`src/design/lbvs_pkg.sv`:
```
// shared constants, command and status types for the vertex skinning block
package lbvs_pkg;

  localparam int MAX_JOINTS      = 64;
  localparam int MAX_INFLUENCES  = 4;
  localparam int WORDS_PER_JOINT = 12;
  localparam int MEM_DEPTH       = MAX_JOINTS * WORDS_PER_JOINT;
  localparam int ADDR_W          = $clog2(MEM_DEPTH);
  localparam int CNT_W           = $clog2(MAX_INFLUENCES + 1);
  localparam int JC_W            = 7;

  localparam logic [15:0] ONE_WEIGHT = 16'd32768;
  localparam logic [15:0] NORM_ONE   = 16'd16384;
  localparam logic [3:0]  DIV_TOP    = 4'd14;

  // datapath operations
  typedef enum logic [4:0] {
    OP_NONE,
    OP_ACCEPT,
    OP_READ,
    OP_MUL_POS,
    OP_ADD_TRANS,
    OP_MUL_NRM,
    OP_ADD_NRM,
    OP_WHI,
    OP_WLO,
    OP_WACC,
    OP_NORM_INIT,
    OP_NSHR,
    OP_NSHL,
    OP_SQ,
    OP_SQACC,
    OP_SQRT_INIT,
    OP_SQRT_STEP,
    OP_DIV_INIT,
    OP_DIV_STEP,
    OP_DIV_END,
    OP_EMIT
  } dp_op_e;

  typedef struct packed {
    dp_op_e     op;
    logic [1:0] row;
    logic [1:0] col;
    logic       sel;
    logic [1:0] comp;
    logic [3:0] step;
  } dp_cmd_t;

  typedef struct packed {
    logic is_write;
    logic skip;
    logic last;
    logic out_busy;
    logic top_zero;
    logic top_big;
    logic top_small;
    logic sqrt_last;
  } dp_status_t;

  typedef enum logic [4:0] {
    ST_IDLE,
    ST_READ,
    ST_MPOS,
    ST_MNRM,
    ST_ANRM,
    ST_WHI,
    ST_WLO,
    ST_WACC,
    ST_COUNT,
    ST_NINIT,
    ST_NSCALE,
    ST_SQ,
    ST_SQACC,
    ST_SQRT_INIT,
    ST_SQRT,
    ST_DINIT,
    ST_DSTEP,
    ST_DEND,
    ST_EMIT
  } ctrl_state_e;

endpackage

```
`src/design/lbvs_ctrl.sv`:
```
// skinning controller: sequences the datapath through each request
module lbvs_ctrl import lbvs_pkg::*; (
  input  logic       clk_i,
  input  logic       rst_ni,
  input  logic       in_valid_i,
  output logic       in_ready_o,
  input  dp_status_t status_i,
  output dp_cmd_t    cmd_o
);

  ctrl_state_e      state_q, state_d;
  logic [1:0]       row_q, row_d;
  logic [1:0]       col_q, col_d;
  logic             sel_q, sel_d;
  logic [1:0]       comp_q, comp_d;
  logic [3:0]       step_q, step_d;
  logic [CNT_W-1:0] count_q, count_d;

  // state and counters
  always_ff @(posedge clk_i or negedge rst_ni) begin
    if (!rst_ni) begin
      state_q <= ST_IDLE;
      row_q   <= '0;
      col_q   <= '0;
      sel_q   <= 1'b0;
      comp_q  <= '0;
      step_q  <= '0;
      count_q <= '0;
    end else begin
      state_q <= state_d;
      row_q   <= row_d;
      col_q   <= col_d;
      sel_q   <= sel_d;
      comp_q  <= comp_d;
      step_q  <= step_d;
      count_q <= count_d;
    end
  end

  // next state and datapath commands
  always_comb begin
    state_d    = state_q;
    row_d      = row_q;
    col_d      = col_q;
    sel_d      = sel_q;
    comp_d     = comp_q;
    step_d     = step_q;
    count_d    = count_q;
    in_ready_o = 1'b0;
    cmd_o.op   = OP_NONE;
    cmd_o.row  = row_q;
    cmd_o.col  = col_q;
    cmd_o.sel  = sel_q;
    cmd_o.comp = comp_q;
    cmd_o.step = step_q;
    case (state_q)
      ST_IDLE: begin
        in_ready_o = 1'b1;
        if (in_valid_i) begin
          cmd_o.op = OP_ACCEPT;
          if (!status_i.is_write) begin
            row_d = '0;
            col_d = '0;
            sel_d = 1'b0;
            state_d = status_i.skip ? ST_COUNT : ST_READ;
          end
        end
      end
      ST_READ: begin
        cmd_o.op = OP_READ;
        state_d  = ST_MPOS;
      end
      ST_MPOS: begin
        if (col_q == 2'd3) begin
          cmd_o.op = OP_ADD_TRANS;
          state_d  = ST_WHI;
        end else begin
          cmd_o.op = OP_MUL_POS;
          state_d  = ST_MNRM;
        end
      end
      ST_MNRM: begin
        cmd_o.op = OP_MUL_NRM;
        state_d  = ST_ANRM;
      end
      ST_ANRM: begin
        cmd_o.op = OP_ADD_NRM;
        col_d    = col_q + 2'd1;
        state_d  = ST_READ;
      end
      ST_WHI: begin
        cmd_o.op = OP_WHI;
        state_d  = ST_WLO;
      end
      ST_WLO: begin
        cmd_o.op = OP_WLO;
        state_d  = ST_WACC;
      end
      ST_WACC: begin
        cmd_o.op = OP_WACC;
        if (!sel_q) begin
          sel_d   = 1'b1;
          state_d = ST_WHI;
        end else begin
          sel_d = 1'b0;
          col_d = '0;
          if (row_q == 2'd2) begin
            row_d   = '0;
            state_d = ST_COUNT;
          end else begin
            row_d   = row_q + 2'd1;
            state_d = ST_READ;
          end
        end
      end
      ST_COUNT: begin
        if (status_i.last || count_q == CNT_W'(MAX_INFLUENCES - 1)) begin
          count_d = '0;
          state_d = ST_NINIT;
        end else begin
          count_d = count_q + 1'b1;
          state_d = ST_IDLE;
        end
      end
      ST_NINIT: begin
        cmd_o.op = OP_NORM_INIT;
        state_d  = ST_NSCALE;
      end
      ST_NSCALE: begin
        if (status_i.top_zero) begin
          state_d = ST_EMIT;
        end else if (status_i.top_big) begin
          cmd_o.op = OP_NSHR;
        end else if (status_i.top_small) begin
          cmd_o.op = OP_NSHL;
        end else begin
          comp_d  = '0;
          state_d = ST_SQ;
        end
      end
      ST_SQ: begin
        cmd_o.op = OP_SQ;
        state_d  = ST_SQACC;
      end
      ST_SQACC: begin
        cmd_o.op = OP_SQACC;
        if (comp_q == 2'd2) begin
          comp_d  = '0;
          state_d = ST_SQRT_INIT;
        end else begin
          comp_d  = comp_q + 2'd1;
          state_d = ST_SQ;
        end
      end
      ST_SQRT_INIT: begin
        cmd_o.op = OP_SQRT_INIT;
        state_d  = ST_SQRT;
      end
      ST_SQRT: begin
        cmd_o.op = OP_SQRT_STEP;
        if (status_i.sqrt_last) begin
          state_d = ST_DINIT;
        end
      end
      ST_DINIT: begin
        cmd_o.op = OP_DIV_INIT;
        step_d   = DIV_TOP;
        state_d  = ST_DSTEP;
      end
      ST_DSTEP: begin
        cmd_o.op = OP_DIV_STEP;
        if (step_q == '0) begin
          state_d = ST_DEND;
        end else begin
          step_d = step_q - 4'd1;
        end
      end
      ST_DEND: begin
        cmd_o.op = OP_DIV_END;
        if (comp_q == 2'd2) begin
          comp_d  = '0;
          state_d = ST_EMIT;
        end else begin
          comp_d  = comp_q + 2'd1;
          state_d = ST_DINIT;
        end
      end
      ST_EMIT: begin
        if (!status_i.out_busy) begin
          cmd_o.op = OP_EMIT;
          state_d  = ST_IDLE;
        end
      end
      default: begin
        state_d = ST_IDLE;
      end
    endcase
  end

endmodule

```
`config.mk`:
```
export PLATFORM = sky130hd
export DESIGN_NAME = lbvs_ctrl
export DESIGN_NICKNAME = d
export VERILOG_FILES = /design/src/design/lbvs_pkg.sv /design/src/design/lbvs_ctrl.sv
export SDC_FILE = /design/constraint.sdc
export NUM_CORES = 1
export LEC_CHECK = 0
export ABC_AREA = 1
export BUFFER_PORTS_ARGS = -buffer_cell sky130_fd_sc_hd__buf_2
export CAP_MARGIN = 10
export CORE_ASPECT_RATIO = 0.7
export CORE_MARGIN = 2
export CORE_UTILIZATION = 49
export DETAILED_ROUTE_END_ITERATION = 10
export GPL_ROUTABILITY_DRIVEN = 1
export GPL_TIMING_DRIVEN = 0
export PLACE_DENSITY = 0.75
export SETUP_SLACK_MARGIN = 0.2
export SLEW_MARGIN = 15
export SYNTH_ARGS = -nofsm -noshare
export SYNTH_HDL_FRONTEND = slang
export SYNTH_SLANG_ARGS = --single-unit
export TNS_END_PERCENT = 5
```
`constraint.sdc`:
```
create_clock -name clk_i -period 1.3 [get_ports clk_i]
set_input_delay 0.195 -clock clk_i [delete_from_list [all_inputs] [get_ports clk_i]]
set_output_delay 0.195 -clock clk_i [all_outputs]
set_load 0.03 [all_outputs]
```
Yosys cells after proc, flatten, opt, wreduce, memory -nomap -nowiden
Index checks and enable logic that the tools add are counted.

Register bits after elaboration: 19. Bits of input ports: 11. Output and inout bits: 17. Logic and storage cells: 103.

Add/sub/neg operators: 5. Eq/ne operators: 34. Mux-type cells: 43. Reductions and logical operators: 14.

Operator list (count): 5-bit case mux with 19 select lines (1); 5-bit case mux with 18 select lines (1); 5-bit 2-to-1 mux (10); 5-bit by 4-bit equality test with 1-bit output (second input constant) (8); 4-bit 2-to-1 mux (8); 5-bit by 3-bit equality test with 1-bit output (second input constant) (4); 2-bit inequality test (second input constant) (10); 2-bit 2-to-1 mux (9); 5-bit equality test (second input constant) (3); 3-bit 2-to-1 mux (4); 4-bit AND reduction (3); 5-bit by 2-bit equality test with 1-bit output (second input constant) (2); 2-bit case mux with 2 select lines (2); 4-bit case mux with 2 select lines (1); 7-bit AND reduction (1); 2-bit by 1-bit adder with 2-bit output (second input constant) (3); 2-bit equality test (second input constant) (3); 3-bit inequality test (second input constant) (2); 2-bit case mux with 3 select lines (1); 2-bit nonzero test (3); 5-bit by 1-bit equality test with 1-bit output (second input constant) (1); 5-bit zero test (1); 1-bit 2-to-1 mux (5); 4-bit zero test (1); other kinds (9) (9).

Longest topological paths before layout
Gate-level depths: netlist of the first run.

Depth in word-level cells: 4. Depth in mapped cells: 11. Mapped depth without buffers: 11.

Least setup slack after synthesis of the first run
Ideal clock, no wire load.

Kind: reg2out. Start: register state_q[0]. End: output cmd_o[13] (netlist name). Arrival time: 1507 ps. Data required time: 1105 ps. Path slack: -402 ps. Stages on the path, launching flop included: 8. Buffers on the path: 0. Cell sequence: dfrtp_1 inv_1 nand2_1 nor2_2 nand3_1 inv_1 nand2_1 o211ai_1.

RTL lines: start: declaration (line lbvs_ctrl.sv:11) `ctrl_state_e state_q, state_d;`; start signal: assignment (line lbvs_ctrl.sv:30) `state_q <= state_d;`; end: declaration (line lbvs_ctrl.sv:8) `output dp_cmd_t cmd_o`.

==> run summary, run 1 <==
Hold depth -> 4
Post-Syn Nets -> 238
PortBufs -> 27
Clock tree buffer depth -> 2
VDD IR-drop max -> 0.00140 V
Startpoint type of the worst setup path -> flip-flop
Yosys top cell area share -> 32.6%
Dpl hpwl -> 2.67 mm
CTS tree -> yes
Reg2Reg Launch Point -> state_q[2]$_DFFE_PN0P_
R2r worst-path depth -> 10
Final net count -> 287
Synth Warn # -> 0
Initial core utilization -> 51.7%
Final setup viols -> 24
Routed via count -> 1608
Slew headroom -> 70.2%
CP top delay family -> flip-flops
Post-DR wirelength/cell -> 13.6 um
Synth area leaders -> dfrtp_1, nand2_1, inv_1, nand3_1, nor2_1
Crit share post-route -> 143%
Worst endpoint required time -> 1110 ps
Clock-pin slew on the worst setup and hold paths -> 80 ps
Most frequent cells in the layout -> nand2_1, inv_1, buf_2, buf_4, nor2_4
Worst Tran Pin Value -> 447 ps
Slowest stage delay, CP -> 490 ps
Design area -> 2060 um2
First-pass GRT wire length -> 6.82 mm
Arrival @ worst endpoint -> 1660 ps
WP buf/inv -> 2
Seq cells post-synth -> 19
Setup crit end kind -> output pin
Failing checks -> negative setup slack
Detail Route Antenna Nets -> 0
Post-synth cell types -> 24
Overflow after GRT -> 0
Antenna violations before repair -> 0
Area post-placement -> 1660 um2
Vias per inst -> 5.24
GPL Wtd Cong -> 0.966
CTS H-tree depth -> 1
Area Growth Syn to Fin -> 41.3%
Clock skew -> 5.48 ps
Worst hold start -> status_i[5]
Reg2reg setup slack -> -260 ps
PwrDens -> 2490 nW/um2
Core area -> 2820 um2
M1 WL -> 1.87 mm
Die area -> 3440 um2
Post-synthesis cell count -> 223
Crit path max fanout -> 5
Fillers -> 217
Sequential-to-total area share from yosys stat -> 32.6%
Drt pass-1 iters -> 4
Worst skew pair latency -> 260 ps
Setup TNS -> -5630 ps
Hold Path Sink -> count_q[1]$_DFFE_PN0P_
Root Buffer -> clkbuf_8
Layout cells sized above 1 -> 43.9%
Post-Syn Area per Cell -> 6.55 um2
Fin. Hold Viols -> 0
DRT Wirelength -> 4.18 mm
Max-cap violations -> 0
WHS -> 221 ps
Die X-Extent -> 69.2 um
Vias in the first global route -> 1469
Die Ht -> 49.7 um
Clock sink total -> 19
Final setup margin -> -558 ps
Met2 WL -> 1.89 mm
Number of DRC markers in iteration 0 -> 123
Max Slew Vio Count -> 0
Setup Crit Path Kind -> flip-flop to output pin
Slowest-stage cell, CP -> dfrtp_2
Power, Total -> 5.14 mW
Outcome -> complete, but fails checks
Post-route DRC -> 0
Dpl ws -> -415 ps
Commonest non-fill, non-tap cell in the layout -> nand2_1
Fmax -> 538 MHz
Placement Rows -> 16
Pleak -> 1.13 nW
TritonCTS Buffers -> 3
Top sig layer -> met4
GRT Overall Usage -> 25.0%
Critical path cell sequence -> nor2_4, nand2_2, inv_2, nand3_2, o21ai_2, nor2_1, o211ai_1, buf_4
Hold Path Class -> primary input to flip-flop
I/O pins -> 28
Min Tclk post-route -> 1860 ps
Largest net degree at the start of global routing -> 20
Synthesized area -> 1460 um2
Leading area contributor after synthesis -> dfrtp_1
Unrepaired setup endpoints after global routing -> true
RR Endpoint -> state_q[3]$_DFFE_PN0P_
Antenna Cells -> 0
Routed met3 length -> 376 um
## sequential cells by signal, indices dropped and copies added (netlist names)
name	count
col_q	2
count_q	3
state_q	5
row_q	2
step_q	4
comp_q	2
sel_q	1
## metrics by stage
stage,util [%],cells
6_report,73.1,307
5_1_grt,73.1,307
4_1_cts,69.3,302
3_5_place_dp,58.6,286
3_3_place_gp,58.6,286
2_1_floorplan,-,223
## worst register-to-register path, stage by stage, from the launching register on
cell,delay [ps]
dfrtp_2,490
nor2_4,200
nand2_4,110
nor2_4,200
buf_4,140
nand2_1,50
nand2_2,90
nor2_2,50
nand2_1,60
nand2_1,40
nand2_1,60
## synthesized netlist by cell type, drive strengths merged
master	number
a211oi	1
nand4	4
or2	2
a21oi	9
ha	4
o211ai	2
nor3	6
nand2	75
buf	1
nand3b	1
nor2	31
inv	39
o22ai	1
dfrtp	19
o21ai	13
nand3	15
## routing by layer
metal  global-route usage, %  vias to the layer above
met2                    38.9                       74
met5                       0                        -
met4                    6.21                        0
met3                    5.32                        8
met1                    35.5                      720
li1                        -                      806
## cells by family after synthesis
group	after synthesis	synth area share [%]
buffers and inverters	40	10.5
adder cells (fa/ha/maj)	4	3.43
AND/OR/NAND/NOR	134	43.7
AO/OA/AOI/OAI	26	9.77
flip-flops	19	32.6
## cell type report
type                            count  area (um2)  share of cell area (%)
Buffer                              1        11.3                   0.546
Timing Repair Buffer               44         320                    15.5
Tap cell                           36        45.0                    2.18
Inverter                           39         149                    7.22
Clock buffer                        3        41.3                    2.00
Clock inverter                      1        5.00                   0.243
Sequential cell                    19         482                    23.3
Multi-Input combinational cell    164        1010                    48.9
## how the worst max path moves through the flow
stage                                 startpoint   endpoint  cells after the start
after floorplan           state_q[0]$_DFFE_PN0P_  cmd_o[13]                      7
after global placement    state_q[0]$_DFFE_PN0P_  cmd_o[13]                      8
after detailed placement  state_q[0]$_DFFE_PN0P_  cmd_o[13]                      8
after CTS                 state_q[1]$_DFFE_PN0P_  cmd_o[14]                      8
after global routing      state_q[2]$_DFFE_PN0P_  cmd_o[13]                      8
final                     state_q[2]$_DFFE_PN0P_  cmd_o[13]                      8
## power by group
part | switching [mW] | internal [mW] | total [mW]
Sequential | 0.308 | 0.834 | 1.14
Combinational | 2.24 | 1.33 | 3.57
Clock | 0.216 | 0.214 | 0.430
## repair_timing
item	4_1_cts	5_1_grt
hold endpoints to repair	19	0
hold buffers	1	0
gates resized for setup	51	20
endpoints found under the setup margin	26	33
setup buffers	11	5
pin swaps	12	14
(Power assumes the default switching activity.)
==> inputs of run 2 (changes only) <==
--- a/config.mk
+++ b/config.mk
@@ -5,16 +5,17 @@
 export SDC_FILE = /design/constraint.sdc
 export NUM_CORES = 1
 export LEC_CHECK = 0
-export ABC_AREA = 1
+export ABC_AREA = 0
 export BUFFER_PORTS_ARGS = -buffer_cell sky130_fd_sc_hd__buf_2
 export CAP_MARGIN = 10
 export CORE_ASPECT_RATIO = 0.7
 export CORE_MARGIN = 2
-export CORE_UTILIZATION = 49
+export CORE_UTILIZATION = 59
+export CTS_CLUSTER_DIAMETER = 100
 export DETAILED_ROUTE_END_ITERATION = 10
 export GPL_ROUTABILITY_DRIVEN = 1
 export GPL_TIMING_DRIVEN = 0
-export PLACE_DENSITY = 0.75
+export PLACE_DENSITY = 0.84
 export SETUP_SLACK_MARGIN = 0.2
 export SLEW_MARGIN = 15
 export SYNTH_ARGS = -nofsm -noshare
==> constraint.sdc (replaced) <==
create_clock -name clk_i -period 2.3 [get_ports clk_i]
set_input_delay 0.345 -clock clk_i [delete_from_list [all_inputs] [get_ports clk_i]]
set_output_delay 0.345 -clock clk_i [all_outputs]
set_load 0.03 [all_outputs]
==> run 2 against run 1 <==
  * The run still ends with negative setup slack left
  * Total power shrank 48%
  * Register-to-register slack better by 630 ps
  * Hold slack gained 33 ps
  * Critical path depth shrank 2
  * Clock power down 60%
  * Routed wire length grew 3.9%
==> run summary, run 2 <==
Post-synth top cells -> nor2_1, dfrtp_1, nand2_1
DRT Wirelength -> 4.35 mm
Biggest regs -> state_q x5, step_q x4, count_q x3
GPL Wtd Cong -> 0.959
Post-synth EDFFs -> 0
Sequential group share of total power -> 21.9%
Final setup margin -> -192 ps
Failing checks -> negative setup slack
Max Slew Vio Count -> 0
Crit share post-route -> 108%
Reg2reg setup slack -> 370 ps
Hold Path Class -> primary input to flip-flop
Most flop-heavy register -> state_q
Drt pass-1 iters -> 5
Worst Tran Pin Value -> 427 ps
Synth area leaders -> dfrtp_1, nor2_1, a21oi_1, ha_1, nand2_1
Outcome -> complete, but fails checks
Number of DRC markers in iteration 0 -> 131
Yosys top cell area share -> 31.4%
Fmax -> 401 MHz
Vias per inst -> 6.50
Clock sink total -> 19
Crit path max fanout -> 4
Area of the multi-input gates -> 990 um2
CTS tree -> yes
First-pass GRT wire length -> 6.87 mm
Dpl hpwl -> 3.03 mm
Seq cells post-synth -> 19
Fillers -> 181
Post-Syn Area per Cell -> 8.05 um2
Startpoint type of the worst setup path -> flip-flop
Reg2Reg Launch Point -> state_q[0]$_DFFE_PN0P_
Pleak -> 0.879 nW
TritonCTS Buffers -> 3
Worst skew pair latency -> 320 ps
Area Growth Syn to Fin -> 26.6%
Cell internal pwr -> 1.33 mW
Synth Warn # -> 0
Final core occ -> 78.6%
PortBufs -> 27
Fin. Hold Viols -> 0
Antenna violations before repair -> 0
Post-DR wirelength/cell -> 16.6 um
Overflow after GRT -> 0
PwrDens -> 1390 nW/um2
Combinational Power Share -> 71.7%
Largest net degree at the start of global routing -> 20
Most frequent cells in the layout -> buf_2, nor2_1, dfrtp_1, buf_4, nand2_1
Register area -> 478 um2
CP Launch Point -> state_q[0]$_DFFE_PN0P_
Min Tclk post-route -> 2490 ps
Psw -> 1.34 mW
Root Buffer -> clkbuf_4
Placement Rows -> 15
Clock power share -> 6.5%
Vias in the first global route -> 1444
Detail Route Antenna Nets -> 0
Synthesized area -> 1510 um2
Arrival @ worst endpoint -> 2150 ps
Primary FF master, synth -> dfrtp_1
Final setup viols -> 2
Max reg flops -> 5
Core area -> 2440 um2
Sequential-to-total area share from yosys stat -> 31.4%
Commonest non-fill, non-tap cell in the layout -> buf_2
Initial core utilization -> 62.1%
Final net count -> 244
Most common cell in the netlist -> nor2_1
Routed via count -> 1704
Worst endpoint required time -> 1960 ps
Setup crit end kind -> output pin
WHS -> 254 ps
Switching share of power -> 50.3%
Antenna Cells -> 0
Post-Syn Nets -> 203
Clock-pin slew on the worst setup and hold paths -> 120 ps
Setup Crit Path Kind -> flip-flop to output pin
Async S/R FF share, synth -> 100%
CTS H-tree depth -> 1
Post-route DRC -> 0
Slew headroom -> 71.5%
Post-synthesis cell count -> 188
Die X-Extent -> 64.5 um
Leading area contributor after synthesis -> dfrtp_1
VDD IR-drop max -> 0.000919 V
Die Ht -> 46.4 um
Clock tree buffer depth -> 2
Layout cells sized above 1 -> 30.7%
Die area -> 2990 um2
GRT Overall Usage -> 30.7%
I/O pins -> 28
Unrepaired setup endpoints after global routing -> true
Max-cap violations -> 0
Clock skew -> 18.2 ps
Post-synth cell types -> 54
Worst hold start -> status_i[5]
[run 2: area by class of cell]
type | instances | share of cell area (%)
Inverter | 7 | 1.37
Buffer | 14 | 6.72
Tap cell | 34 | 2.22
Multi-Input combinational cell | 148 | 51.6
Sequential cell | 19 | 24.9
Clock inverter | 1 | 0.261
Timing Repair Buffer | 36 | 11.7
Clock buffer | 3 | 1.17
[run 2: metal layers]
metal  global-route usage [%]  vias up  wire [um]
met2                     50.0       98       2040
met4                     9.79        0         56
met5                        0        -          0
li1                         -      784          -
met1                     39.8      811       1790
met3                     9.78       11        450
[run 2: power by group through the flow]
stage	Sequential [mW]	Combinational (mW)	Clock [mW]
2_1_floorplan	0.666	1.09	0
3_3_place_gp	0.581	1.51	0
3_5_place_dp	0.592	1.55	0
4_1_cts	0.572	1.69	0.177
5_1_grt	0.607	2.05	0.189
6_report	0.584	1.91	0.173
[run 2: critical path, stage by stage, from the launching register on]
cell and delay, ps:
dfrtp_1 400, or2_1 240, buf_6 130, or4_4 490
o32a_1 360, o21ai_2 70, buf_6 140
[run 2: kinds of logic (layout without fill, tap and decap cells)]
family | after synthesis | after routing | share of synthesized area (%)
AO/OA/AOI/OAI | 57 | 57 | 26.6
buffers and inverters | 21 | 61 | 6.36
XOR/XNOR | 3 | 3 | 1.74
flip-flops | 19 | 19 | 31.4
adder cells (fa/ha/maj) | 4 | 4 | 3.31
AND/OR/NAND/NOR | 82 | 82 | 29.2
multiplexers | 2 | 2 | 1.40
[run 2: final timing paths]
kind	end	depth (start not counted)
max	cmd_o[13]	6
min	count_q[2]$_DFFE_PN0P_	2
max reg2reg	state_q[0]$_DFFE_PN0P_	6
min reg2reg	count_q[2]$_DFFE_PN0P_	2
max in group asynchronous	state_q[1]$_DFFE_PN0P_	2
min in group asynchronous	col_q[1]$_DFFE_PN0P_	2
[run 2: metrics by stage]
stage	setup slack, ps	cell area, um2	std cells	TNS (ps)	total power [mW]
6_report	-192	1920	262	-318	2.67
4_1_cts	-159	1820	257	-279	2.44
2_1_floorplan	208	1520	188	0	1.75
3_5_place_dp	48.0	1700	249	0	2.14
5_1_grt	-254	1920	262	-426	2.85
3_3_place_gp	63.0	1700	249	0	2.09
[run 2: what timing repair did]
item	4_1_cts	5_1_grt
gates resized for setup	25	20
buffers inserted	3	5
hold buffers	1	0
pin swaps	1	4
endpoints found under the hold margin	19	0
setup endpoints to repair	5	6
